File: config.mk
export PLATFORM = sky130hd
export DESIGN_NAME = front_insert_search_delete_list
export DESIGN_NICKNAME = d
export VERILOG_FILES = /design/src/rtl/core/fisdl_pkg.sv /design/src/rtl/core/front_insert_search_delete_list.sv
export SDC_FILE = /design/constraint.sdc
export NUM_CORES = 1
export LEC_CHECK = 0
export ABC_AREA = 1
export BUFFER_PORTS_ARGS = -buffer_cell sky130_fd_sc_hd__clkbuf_2
export CELL_PAD_IN_SITES_DETAIL_PLACEMENT = 0
export CELL_PAD_IN_SITES_GLOBAL_PLACEMENT = 1
export CORE_UTILIZATION = 55
export CTS_CLUSTER_DIAMETER = 50
export CTS_CLUSTER_SIZE = 24
export DETAILED_ROUTE_END_ITERATION = 10
export GPL_TIMING_DRIVEN = 0
export PLACE_DENSITY_LB_ADDON = 0.1
export SLEW_MARGIN = 20
export SYNTH_ARGS = -nofsm -noshare
export SYNTH_HDL_FRONTEND = slang
export SYNTH_SLANG_ARGS = --single-unit
File: constraint.sdc
create_clock -name i_clk -period 5.75 [get_ports i_clk]
set_input_delay 0.2875 -clock i_clk [delete_from_list [all_inputs] [get_ports i_clk]]
set_output_delay 0.2875 -clock i_clk [all_outputs]
set_load 0.01 [all_outputs]
File: src/rtl/core/fisdl_pkg.sv
// Shared sizes, command codes and status codes for the push-front list.
package fisdl_pkg;

    localparam int LIST_DEPTH = 16;
    localparam int IDX_W      = (LIST_DEPTH > 1) ? $clog2(LIST_DEPTH) : 1;
    localparam int CNT_W      = $clog2(LIST_DEPTH + 1);

    localparam int CMD_W    = 2;
    localparam int WORD_W   = 32;
    localparam int POS_W    = 4;
    localparam int STATUS_W = 2;
    localparam int COUNT_W  = 5;

    typedef logic [IDX_W-1:0]           t_idx;
    typedef logic [CNT_W-1:0]           t_cnt;
    typedef logic [CMD_W-1:0]           t_cmd;
    typedef logic signed [WORD_W-1:0]   t_word;
    typedef logic [STATUS_W-1:0]        t_status;

    localparam t_cmd CMD_INSERT = 2'd0;
    localparam t_cmd CMD_SEARCH = 2'd1;
    localparam t_cmd CMD_DELETE = 2'd2;

    localparam t_status ST_OK     = 2'd0;
    localparam t_status ST_ABSENT = 2'd1;
    localparam t_status ST_FULL   = 2'd2;

endpackage

File: src/rtl/core/front_insert_search_delete_list.sv
// Bounded push-front list of 32-bit signed values with search and delete.
//
// The list lives in a single memory used as a ring: a head pointer marks the
// front, so an insert writes one entry and moves the head. A search or delete
// walks the list from the front with one compare unit, reading each entry
// from memory and then comparing it, stopping at the first match. A delete
// then closes the gap by moving every later entry forward, reading each one
// and then writing it one place ahead. Each command passes through accept,
// setup and hand-off; insert, the unused command and a search or delete on
// an empty list need nothing more, and a search for an absent value walks
// all entries. One word is in work at a time; a finished result waits in
// the output register while the next word is taken, and a result still
// waiting there holds the block in its done state until it is taken.
module front_insert_search_delete_list (
    input  logic                        i_clk,
    input  logic                        i_rst_n,
    input  logic                        i_in_valid,
    output logic                        o_in_ready,
    input  fisdl_pkg::t_cmd             i_cmd,
    input  fisdl_pkg::t_word            i_item_value,
    output logic                        o_out_valid,
    input  logic                        i_out_ready,
    output logic                        o_found,
    output logic [fisdl_pkg::POS_W-1:0] o_match_position,
    output fisdl_pkg::t_status          o_status,
    output logic [fisdl_pkg::COUNT_W-1:0] o_entry_count
);
    import fisdl_pkg::*;

    localparam logic [2:0] S_IDLE = 3'd0;
    localparam logic [2:0] S_EXEC = 3'd1;
    localparam logic [2:0] S_RD   = 3'd2;
    localparam logic [2:0] S_CMP  = 3'd3;
    localparam logic [2:0] S_SRD  = 3'd4;
    localparam logic [2:0] S_SWR  = 3'd5;
    localparam logic [2:0] S_DONE = 3'd6;

    logic [2:0] r_state, n_state;
    t_idx       r_head, n_head;
    t_cnt       r_count, n_count;
    t_idx       r_pos, n_pos;
    t_cmd       r_cmd;
    t_word      r_val;
    logic       r_res_found, n_res_found;
    t_idx       r_res_pos, n_res_pos;
    t_status    r_res_status, n_res_status;

    logic                 r_out_valid, n_out_valid;
    logic                 r_found;
    logic [POS_W-1:0]     r_match_position;
    t_status              r_status;
    logic [COUNT_W-1:0]   r_entry_count;

    t_word r_mem [LIST_DEPTH];
    t_word r_rd_data;
    t_idx  w_raddr, w_waddr;
    t_word w_wdata;
    logic  w_we;
    logic  w_in_acc, w_load_out;

    function automatic t_idx f_addr(input t_idx head, input t_idx pos);
        logic [IDX_W:0] sum;
        sum = {1'b0, head} + {1'b0, pos};
        if (sum >= (IDX_W+1)'(LIST_DEPTH)) begin
            sum = sum - (IDX_W+1)'(LIST_DEPTH);
        end
        return sum[IDX_W-1:0];
    endfunction

    assign o_in_ready = (r_state == S_IDLE);
    assign w_in_acc   = i_in_valid && o_in_ready;
    assign w_load_out = (r_state == S_DONE) && (!r_out_valid || i_out_ready);

    always_comb begin
        n_state      = r_state;
        n_head       = r_head;
        n_count      = r_count;
        n_pos        = r_pos;
        n_res_found  = r_res_found;
        n_res_pos    = r_res_pos;
        n_res_status = r_res_status;
        w_raddr      = f_addr(r_head, r_pos);
        w_waddr      = f_addr(r_head, r_pos);
        w_wdata      = r_rd_data;
        w_we         = 1'b0;
        unique case (r_state)
            S_IDLE: begin
                if (w_in_acc) begin
                    n_state      = S_EXEC;
                    n_pos        = '0;
                    n_res_found  = 1'b0;
                    n_res_pos    = '0;
                    n_res_status = ST_OK;
                end
            end
            S_EXEC: begin
                priority if (r_cmd == CMD_INSERT) begin
                    n_state = S_DONE;
                    if (r_count == CNT_W'(LIST_DEPTH)) begin
                        n_res_status = ST_FULL;
                    end else begin
                        n_head  = (r_head == '0) ? IDX_W'(LIST_DEPTH - 1) : r_head - 1'b1;
                        w_waddr = n_head;
                        w_wdata = r_val;
                        w_we    = 1'b1;
                        n_count = r_count + 1'b1;
                    end
                end else if (r_cmd == CMD_SEARCH || r_cmd == CMD_DELETE) begin
                    if (r_count == '0) begin
                        n_res_status = ST_ABSENT;
                        n_state      = S_DONE;
                    end else begin
                        n_state = S_RD;
                    end
                end else begin
                    n_state = S_DONE;
                end
            end
            S_RD: begin
                n_state = S_CMP;
            end
            S_CMP: begin
                if (r_rd_data == r_val) begin
                    n_res_found = 1'b1;
                    n_res_pos   = r_pos;
                    if (r_cmd == CMD_DELETE) begin
                        if (CNT_W'(r_pos) + CNT_W'(1) == r_count) begin
                            n_count = r_count - 1'b1;
                            n_state = S_DONE;
                        end else begin
                            n_state = S_SRD;
                        end
                    end else begin
                        n_state = S_DONE;
                    end
                end else if (CNT_W'(r_pos) + CNT_W'(1) == r_count) begin
                    n_res_status = ST_ABSENT;
                    n_state      = S_DONE;
                end else begin
                    n_pos   = r_pos + 1'b1;
                    n_state = S_RD;
                end
            end
            S_SRD: begin
                w_raddr = f_addr(r_head, r_pos + 1'b1);
                n_state = S_SWR;
            end
            S_SWR: begin
                w_we = 1'b1;
                if (CNT_W'(r_pos) + CNT_W'(2) == r_count) begin
                    n_count = r_count - 1'b1;
                    n_state = S_DONE;
                end else begin
                    n_pos   = r_pos + 1'b1;
                    n_state = S_SRD;
                end
            end
            S_DONE: begin
                if (w_load_out) begin
                    n_state = S_IDLE;
                end
            end
            default: begin
                n_state = S_IDLE;
            end
        endcase
    end

    always_comb begin
        n_out_valid = r_out_valid;
        if (w_load_out) begin
            n_out_valid = 1'b1;
        end else if (i_out_ready) begin
            n_out_valid = 1'b0;
        end
    end

    always_ff @(posedge i_clk) begin
        if (!i_rst_n) begin
            r_state     <= S_IDLE;
            r_head      <= '0;
            r_count     <= '0;
            r_out_valid <= 1'b0;
        end else begin
            r_state     <= n_state;
            r_head      <= n_head;
            r_count     <= n_count;
            r_out_valid <= n_out_valid;
        end
    end

    always_ff @(posedge i_clk) begin
        r_pos        <= n_pos;
        r_res_found  <= n_res_found;
        r_res_pos    <= n_res_pos;
        r_res_status <= n_res_status;
        if (w_in_acc) begin
            r_cmd <= i_cmd;
            r_val <= i_item_value;
        end
        if (w_load_out) begin
            r_found          <= r_res_found;
            r_match_position <= POS_W'(r_res_pos);
            r_status         <= r_res_status;
            r_entry_count    <= COUNT_W'(r_count);
        end
    end

    always_ff @(posedge i_clk) begin
        if (w_we) begin
            r_mem[w_waddr] <= w_wdata;
        end
        r_rd_data <= r_mem[w_raddr];
    end

    assign o_out_valid      = r_out_valid;
    assign o_found          = r_found;
    assign o_match_position = r_match_position;
    assign o_status         = r_status;
    assign o_entry_count    = r_entry_count;

endmodule

==> impl_metrics.toml, run 1 <==
[grt]
pin_count_of_the_biggest_net_entering_global_routing = 24
grt_pass1_wl_um = 106000
grt_pass1_vias = 16500
gr_usage_total_pct = 31.5
globalRoute.totalOverflow = 0
antenna_violations_before_repair = 0

[finish]
antenna_cells_inserted = 0
finish.instance_area_mm2 = 0.0291
design.final.nets = 2287
final_common_cell = "sky130_fd_sc_hd__edfxtp_1"
layout.cells.most_common_list = "sky130_fd_sc_hd__edfxtp_1 (569), sky130_fd_sc_hd__a21oi_1 (270), sky130_fd_sc_hd__o21ai_0 (242), sky130_fd_sc_hd__nand2_1 (223), sky130_fd_sc_hd__inv_1 (188)"
synthToLayoutAreaGrowth_pct = 15.6
stdcell_count = 2871
post_route_cells_drive_above_1_share_pct = 11.1
fillerInstances = 3503

[drt]
drt_first_iter_violations = 2163
remaining_drc_errors = 0
wl_per_cell_um = 25.5
vias = 17300
drt.antenna.violating_nets = 0
drtPass1Iterations = 5
wire_length_reported_by_the_detailed_router_um = 73200
avgViaCountPerCell = 6.03

[floorplanning]
io_pins = 52
core-area_mm2 = 0.0453
start_util_pct = 55.7
die_x_um = 216
die_y_um = 216
num_rows = 78
design.die.area_mm2 = 0.0467

[clock_tree]
cts_htree_levels = 2
max-clock-path-buffers = 3
clk_pin_slew_worst_paths_ns = 0.07
cts_buffers = 50
cts_tree = "done"
clock-sinks = 614
root_buffer_cell = "sky130_fd_sc_hd__clkbuf_16"
insertion_delay_ns = 0.63

[yosys]
postSynthRegisterBits = 614
syn-mean-instance-area_um2 = 12.2
synth_cell_types = 34
synth-async-reset-ratio_pct = 0
yosys-top-cells-area = "sky130_fd_sc_hd__edfxtp_1 (68%), sky130_fd_sc_hd__a21oi_1 (5.4%), sky130_fd_sc_hd__o21ai_0 (5.0%)"
synth.cell_area_mm2 = 0.0252
synth_top_area_share_pct = 67.8
synth-seq-area-share_pct = 71.4
yosysWarningCount = 0
synth_top_cell_by_area = "sky130_fd_sc_hd__edfxtp_1"
yosys_most_used_dff = "sky130_fd_sc_hd__edfxtp_1"
syn-num-nets = 2116
synth_enable_flop_cells = 569
synthesis.instances = 2059

[setup_path]
worst_path_dominant_cell_family = "buffers and inverters"
path_class = "reg2reg"
critical_path_required_ns = 6.29
critical-path-top-cell-by-count = "sky130_fd_sc_hd__nand2_1"
rr_endpoint = "r_rd_data[25]$_DFF_P_"
reg2reg_setup_slack_ns = 2.08
cp-end-kind = "register"
ff2ff_path_depth = 10
crit_slowest_cell = "sky130_fd_sc_hd__clkbuf_1"
timing.critical_path.cells = "ha_1, fa_1, nand2_1, o21ai_1, buf_2, clkbuf_1, o21ai_0, o211ai_1, nand3_1, nand2_1"
path_buf_inv = 2
arrival_ns = 4.21
worst_setup_path_start_kind = "register"
crit_fanout = 10
worstReg2RegStart = "r_pos[1]$_SDFFCE_PP0P_"
worst_path_largest_cell_delay_ns = 0.57

[power]
power.density_mw_per_mm2 = 524
power.leakage_uw = 0.0103
p_sw_uw = 6120
cell_internal_pwr_uw = 9150
combPwrFrac_pct = 36.2
worst_ir_drop_vdd_uv = 393
power_uw = 15300
power.sequential.fraction_pct = 38.9
power.clock.fraction_pct = 24.9
p_sw_share_pct = 40.1

[sta]
timing.final.setup_violations = 0
final.setup.tns_ns = 0
period_share_pct = 63.8
timing.final.crit_period_ns = 3.67
maxSlewViolCount = 0
grt_setup_unrepaired = "false"
slew_headroom_pct = 22.8
fin_worst_skew_ns = 0.0229
worstMarginPinSlew_ns = 1.16
hold_viol_final = 0
fmax_ghz = 0.273

[min_path]
worstHoldStart = "i_in_valid"
hold-path-endpoint = "r_state[0]$_SDFFE_PN0P_"
hold_class = "in2reg"
min_path_cells = 5

[place]
post_dp_cell_area_mm2 = 0.0269
place.detailed.instances = 2742
place.detailed.hpwl_um = 48900
port_buffers = 51
finalWeightedCongestion = 0.887

[run]
drv.max_cap_violation_count = 0

[status]
status = "completed"
## power by group through the flow
| stage | logic, uW | registers, uW | clock network (uW) |
|---|---|---|---|
| 6_report | 5530 | 5930 | 3810 |
| 5_1_grt | 5930 | 5960 | 3980 |
| 4_1_cts | 5410 | 5930 | 3830 |
| 3_5_place_dp | 5370 | 6030 | 0 |
| 3_3_place_gp | 5130 | 6050 | 0 |
| 2_1_floorplan | 3150 | 5980 | 0 |
## routing by layer
metal | up-vias | part of all wire (%) | global-route usage (%)
li1 | 7800 | - | -
met1 | 8418 | 40 | 43.8
met2 | 919 | 47 | 49.4
met3 | 161 | 9.9 | 6.20
met4 | 0 | 3.5 | 11.9
met5 | - | 0 | 0
## synth_stat cells, types with 3 or more instances
cell                       count
sky130_fd_sc_hd__edfxtp_1    569
sky130_fd_sc_hd__a21oi_1     270
sky130_fd_sc_hd__o21ai_0     253
sky130_fd_sc_hd__nand2_1     223
sky130_fd_sc_hd__inv_1       188
sky130_fd_sc_hd__o211ai_1    129
sky130_fd_sc_hd__nand3_1      87
sky130_fd_sc_hd__clkbuf_1     84
sky130_fd_sc_hd__nor2_1       58
sky130_fd_sc_hd__dfxtp_1      45
sky130_fd_sc_hd__buf_2        38
sky130_fd_sc_hd__xnor2_1      28
sky130_fd_sc_hd__o21ai_1      26
sky130_fd_sc_hd__ha_1         16
sky130_fd_sc_hd__xor2_1        8
sky130_fd_sc_hd__inv_2         6
sky130_fd_sc_hd__nor3_1        4
sky130_fd_sc_hd__fa_1          3
sky130_fd_sc_hd__nand4_1       3
## cells by family (layout without fill, tap and decap cells)
kind of cell	count (synthesis)	count (layout)	share of synthesized area, %
DFF	614	614	71.4
adders and majority gates	19	19	1.03
xor gates and xnor gates	36	36	1.25
AOI/OAI and AO/OA	683	683	14.9
and+or+nand+nor	385	385	6.41
buffers and inverters	322	534	5.02
## through the flow
step / hold slack (ns) / setup WS [ns] / util [%]
final: 0.164 / 2.08 / 64.4
after CTS: 0.147 / 2.08 / 64.4
after floorplan: 0.386 / 2.40 / -
after global placement: 0.400 / 0.184 / 57.9
after global routing: 0.188 / 1.84 / 64.4
after detailed placement: 0.406 / 2.11 / 59.5
## how the worst max path moves through the flow
stage,start,endpoint,slack (ns),cells past startpoint
5_1_grt,r_pos[1]$_SDFFCE_PP0P_,r_rd_data[18]$_DFF_P_,1.84,11
2_1_floorplan,r_pos[2]$_SDFFCE_PP0P_,r_mem[13][0]$_DFFE_PP_,2.40,8
3_5_place_dp,r_pos[1]$_SDFFCE_PP0P_,r_rd_data[25]$_DFF_P_,2.11,11
3_3_place_gp,r_state[0]$_SDFFE_PN0P_,r_mem[9][15]$_DFFE_PP_,0.18,9
4_1_cts,r_pos[1]$_SDFFCE_PP0P_,r_rd_data[25]$_DFF_P_,2.08,11
6_report,r_pos[1]$_SDFFCE_PP0P_,r_rd_data[25]$_DFF_P_,2.08,10
## flip-flops by register name, indices dropped and copies added, names as in the netlist, 2 cells and up
name,count
r_val,32
r_pos,4
r_state,3
r_head,4
o_status,2
r_res_pos,4
r_mem,512
r_rd_data,32
o_entry_count,5
o_match_position,4
r_count,5
r_res_status,2
r_cmd,2
## cell type report
class | instances | area [um2] | share of cell area [%]
clock inverter | 40 | 561 | 1.92
timing repair buffer | 119 | 1200 | 4.13
sequential | 614 | 18000 | 61.7
multi-input combinational | 1123 | 6090 | 20.9
buffer | 127 | 534 | 1.83
tap | 600 | 751 | 2.58
inverter | 195 | 732 | 2.51
clock buffer | 53 | 1280 | 4.40
## tightest hold or removal path: cells and delay by family
| kind | cells | cell delay, ns |
|---|---|---|
| buf+inv | 2 | 0.15 |
| simple gates | 3 | 0.31 |
## timing repair
item / in CTS / in global routing
hold buffers: 36 / 0
resized for setup: 0 / 0
setup buffers: 0 / 0
hold endpoints to repair: 37 / 0
setup endpoints to repair: 0 / 0
Power figures use the tool's default switching activity.
==> run 2: changes to the inputs <==
Settings changed: CORE_UTILIZATION 55 to 51.
Clock period 5.75 ns to 3.5 ns, I/O delays scaled along.
==> run 2 against run 1 <==
Register-to-register slack lost 1.9 ns. Worst setup slack lost 1.9 ns. Clock power grew 68%. Maximum frequency grew 9.8%. Via count shrank 1.0%. Worst hold slack lost 0.073 ns. Largest cell class unchanged. Largest power group unchanged.
==> impl_metrics.toml, run 2 (same netlist as run 1, synthesis figures left out) <==
[drt]
avgViaCountPerCell = 5.79
drt.antenna.violating_nets = 0
drt_first_iter_violations = 2037
wl_per_cell_um = 24.6
vias = 17100
remaining_drc_errors = 0
drtPass1Iterations = 7
wire_length_reported_by_the_detailed_router_um = 72700

[clock_tree]
max-clock-path-buffers = 3
cts_buffers = 55
root_buffer_cell = "sky130_fd_sc_hd__clkbuf_16"
insertion_delay_ns = 0.63
cts_tree = "done"
cts_htree_levels = 2
clock-sinks = 614
clk_pin_slew_worst_paths_ns = 0.08

[finish]
fillerInstances = 3924
design.final.nets = 2302
finish.instance_area_mm2 = 0.0295
post_route_cells_drive_above_1_share_pct = 12.8
final_common_cell = "sky130_fd_sc_hd__edfxtp_1"
max_flop_register = "r_mem"
synthToLayoutAreaGrowth_pct = 17.2
largest_registers = "r_mem x512, r_rd_data x32, r_val x32"
antenna_cells_inserted = 0
layout.cells.most_common_list = "sky130_fd_sc_hd__edfxtp_1 (569), sky130_fd_sc_hd__a21oi_1 (270), sky130_fd_sc_hd__o21ai_0 (242), sky130_fd_sc_hd__nand2_1 (223), sky130_fd_sc_hd__inv_1 (188)"
stdcell_count = 2955
largest_register_ff_count = 512

[floorplanning]
die_y_um = 224
die_x_um = 224
num_rows = 81
design.die.area_mm2 = 0.0503
io_pins = 52
start_util_pct = 51.6
core-area_mm2 = 0.0488

[min_path]
min_path_cells = 3
hold-path-endpoint = "r_val[30]$_DFFE_PP_"
hold_class = "in2reg"
worstHoldStart = "i_in_valid"

[place]
post_dp_cell_area_mm2 = 0.0270
place.detailed.hpwl_um = 49300
place.detailed.instances = 2802
port_buffers = 51
dp_slack_ns = -0.174
finalWeightedCongestion = 0.882

[setup_path]
critical_path_required_ns = 4.04
arrival_ns = 3.88
rr_endpoint = "r_rd_data[25]$_DFF_P_"
reg2reg_setup_slack_ns = 0.16
crit_fanout = 10
cp-end-kind = "register"
ff2ff_path_depth = 10
worstReg2RegStart = "r_pos[0]$_SDFFCE_PP0P_"
worst_setup_path_start_kind = "register"
path_class = "reg2reg"

[grt]
globalRoute.totalOverflow = 0
antenna_violations_before_repair = 1
gr_usage_total_pct = 29.3
pin_count_of_the_biggest_net_entering_global_routing = 23
grt_pass1_vias = 16300
grt_pass1_wl_um = 106000

[sta]
period_share_pct = 95.5
timing.final.ws_setup_ns = 0.158
timing.final.crit_period_ns = 3.34
fin_worst_skew_ns = 0.0206
fmax_ghz = 0.299
hold_viol_final = 0
grt_setup_unrepaired = "false"
timing.final.setup_violations = 0
maxSlewViolCount = 0
slew_headroom_pct = 29.0
worstMarginPinSlew_ns = 1.07

[power]
power.density_mw_per_mm2 = 855
power.sequential.fraction_pct = 38.6
power_uw = 25300
power.clock.fraction_pct = 25.4
worst_ir_drop_vdd_uv = 448
p_sw_uw = 10100
p_sw_share_pct = 39.8
power.leakage_uw = 0.0105
combPwrFrac_pct = 36.0
cell_internal_pwr_uw = 15200

[status]
status = "completed"

[run]
drv.max_cap_violation_count = 0
run 2: changes by cell type in the layout (fill, tap and decap cells not counted), sizes merged:
cell / previous run / this run
clkinvlp: 5 / 4
clkinv: 11 / 14
clkbuf: 189 / 196
buf: 74 / 83
inv: 214 / 218
bufinv: 5 / 3
run 2: what timing repair did:
item,in CTS,in global routing
hold buffers,36,0
setup endpoints to repair,30,223
gates resized for setup,7,30
pin swaps,0,12
endpoints found under the hold margin,39,0
buffers inserted,0,14
run 2: metal layers:
metal	up-vias	global-route usage, %	share of wire (%)	wire [um]
met5	-	0	0	0
met4	0	12.3	3.9	2820
met3	157	3.83	8.0	5820
met2	780	46.6	47	34200
met1	8337	41.0	41	29900
li1	7844	-	-	-
run 2: worst max path at each step:
stage | cells after the start | end | from | slack (ns)
2_1_floorplan | 8 | r_mem[13][0]$_DFFE_PP_ | r_pos[2]$_SDFFCE_PP0P_ | 0.15
3_5_place_dp | 11 | r_rd_data[25]$_DFF_P_ | r_pos[1]$_SDFFCE_PP0P_ | -0.17
5_1_grt | 10 | r_rd_data[0]$_DFF_P_ | r_pos[0]$_SDFFCE_PP0P_ | 0.05
3_3_place_gp | 9 | r_mem[8][15]$_DFFE_PP_ | r_state[0]$_SDFFE_PN0P_ | -2.00
6_report | 10 | r_rd_data[25]$_DFF_P_ | r_pos[0]$_SDFFCE_PP0P_ | 0.16
4_1_cts | 10 | r_mem[8][16]$_DFFE_PP_ | r_state[0]$_SDFFE_PN0P_ | 0.02
run 2: critical path, stage by stage, from the launching register on:
cell	delay, ns
sky130_fd_sc_hd__edfxtp_1	0.51
sky130_fd_sc_hd__inv_1	0.14
sky130_fd_sc_hd__ha_1	0.33
sky130_fd_sc_hd__inv_1	0.05
sky130_fd_sc_hd__nand2_1	0.09
sky130_fd_sc_hd__clkbuf_1	0.76
sky130_fd_sc_hd__clkbuf_1	0.69
sky130_fd_sc_hd__a21oi_1	0.17
sky130_fd_sc_hd__o211ai_1	0.21
sky130_fd_sc_hd__nand3_1	0.13
sky130_fd_sc_hd__nand2_1	0.16
run 2: power by group through the flow:
stage          logic [uW]  registers (uW)  clock network (uW)
4_1_cts              8920            9750                6460
2_1_floorplan        5180            9820                   0
3_5_place_dp         8850            9920                   0
6_report             9100            9760                6400
5_1_grt              9830            9810                6750
3_3_place_gp         8480            9960                   0
run 2: cell type report:
| type | count | area, um2 | share of cell area (%) |
|---|---|---|---|
| flip-flops and latches | 614 | 18000 | 60.9 |
| multi-input cells | 1123 | 6100 | 20.7 |
| clock buffers | 59 | 1430 | 4.86 |
| repair buffers | 129 | 1370 | 4.65 |
| well taps | 664 | 831 | 2.81 |
| inverters | 195 | 732 | 2.48 |
| plain buffers | 127 | 563 | 1.91 |
| clock inverters | 44 | 505 | 1.71 |
run 2: per-stage QoR:
stage	hold slack [ns]	setup TNS [ns]	util, %
2_1_floorplan	0.274	0	-
3_3_place_gp	0.352	-890.89	53.8
3_5_place_dp	0.354	-1.74	55.2
4_1_cts	0.0671	0	60.0
5_1_grt	0.0999	0	60.5
6_report	0.0916	0	60.5
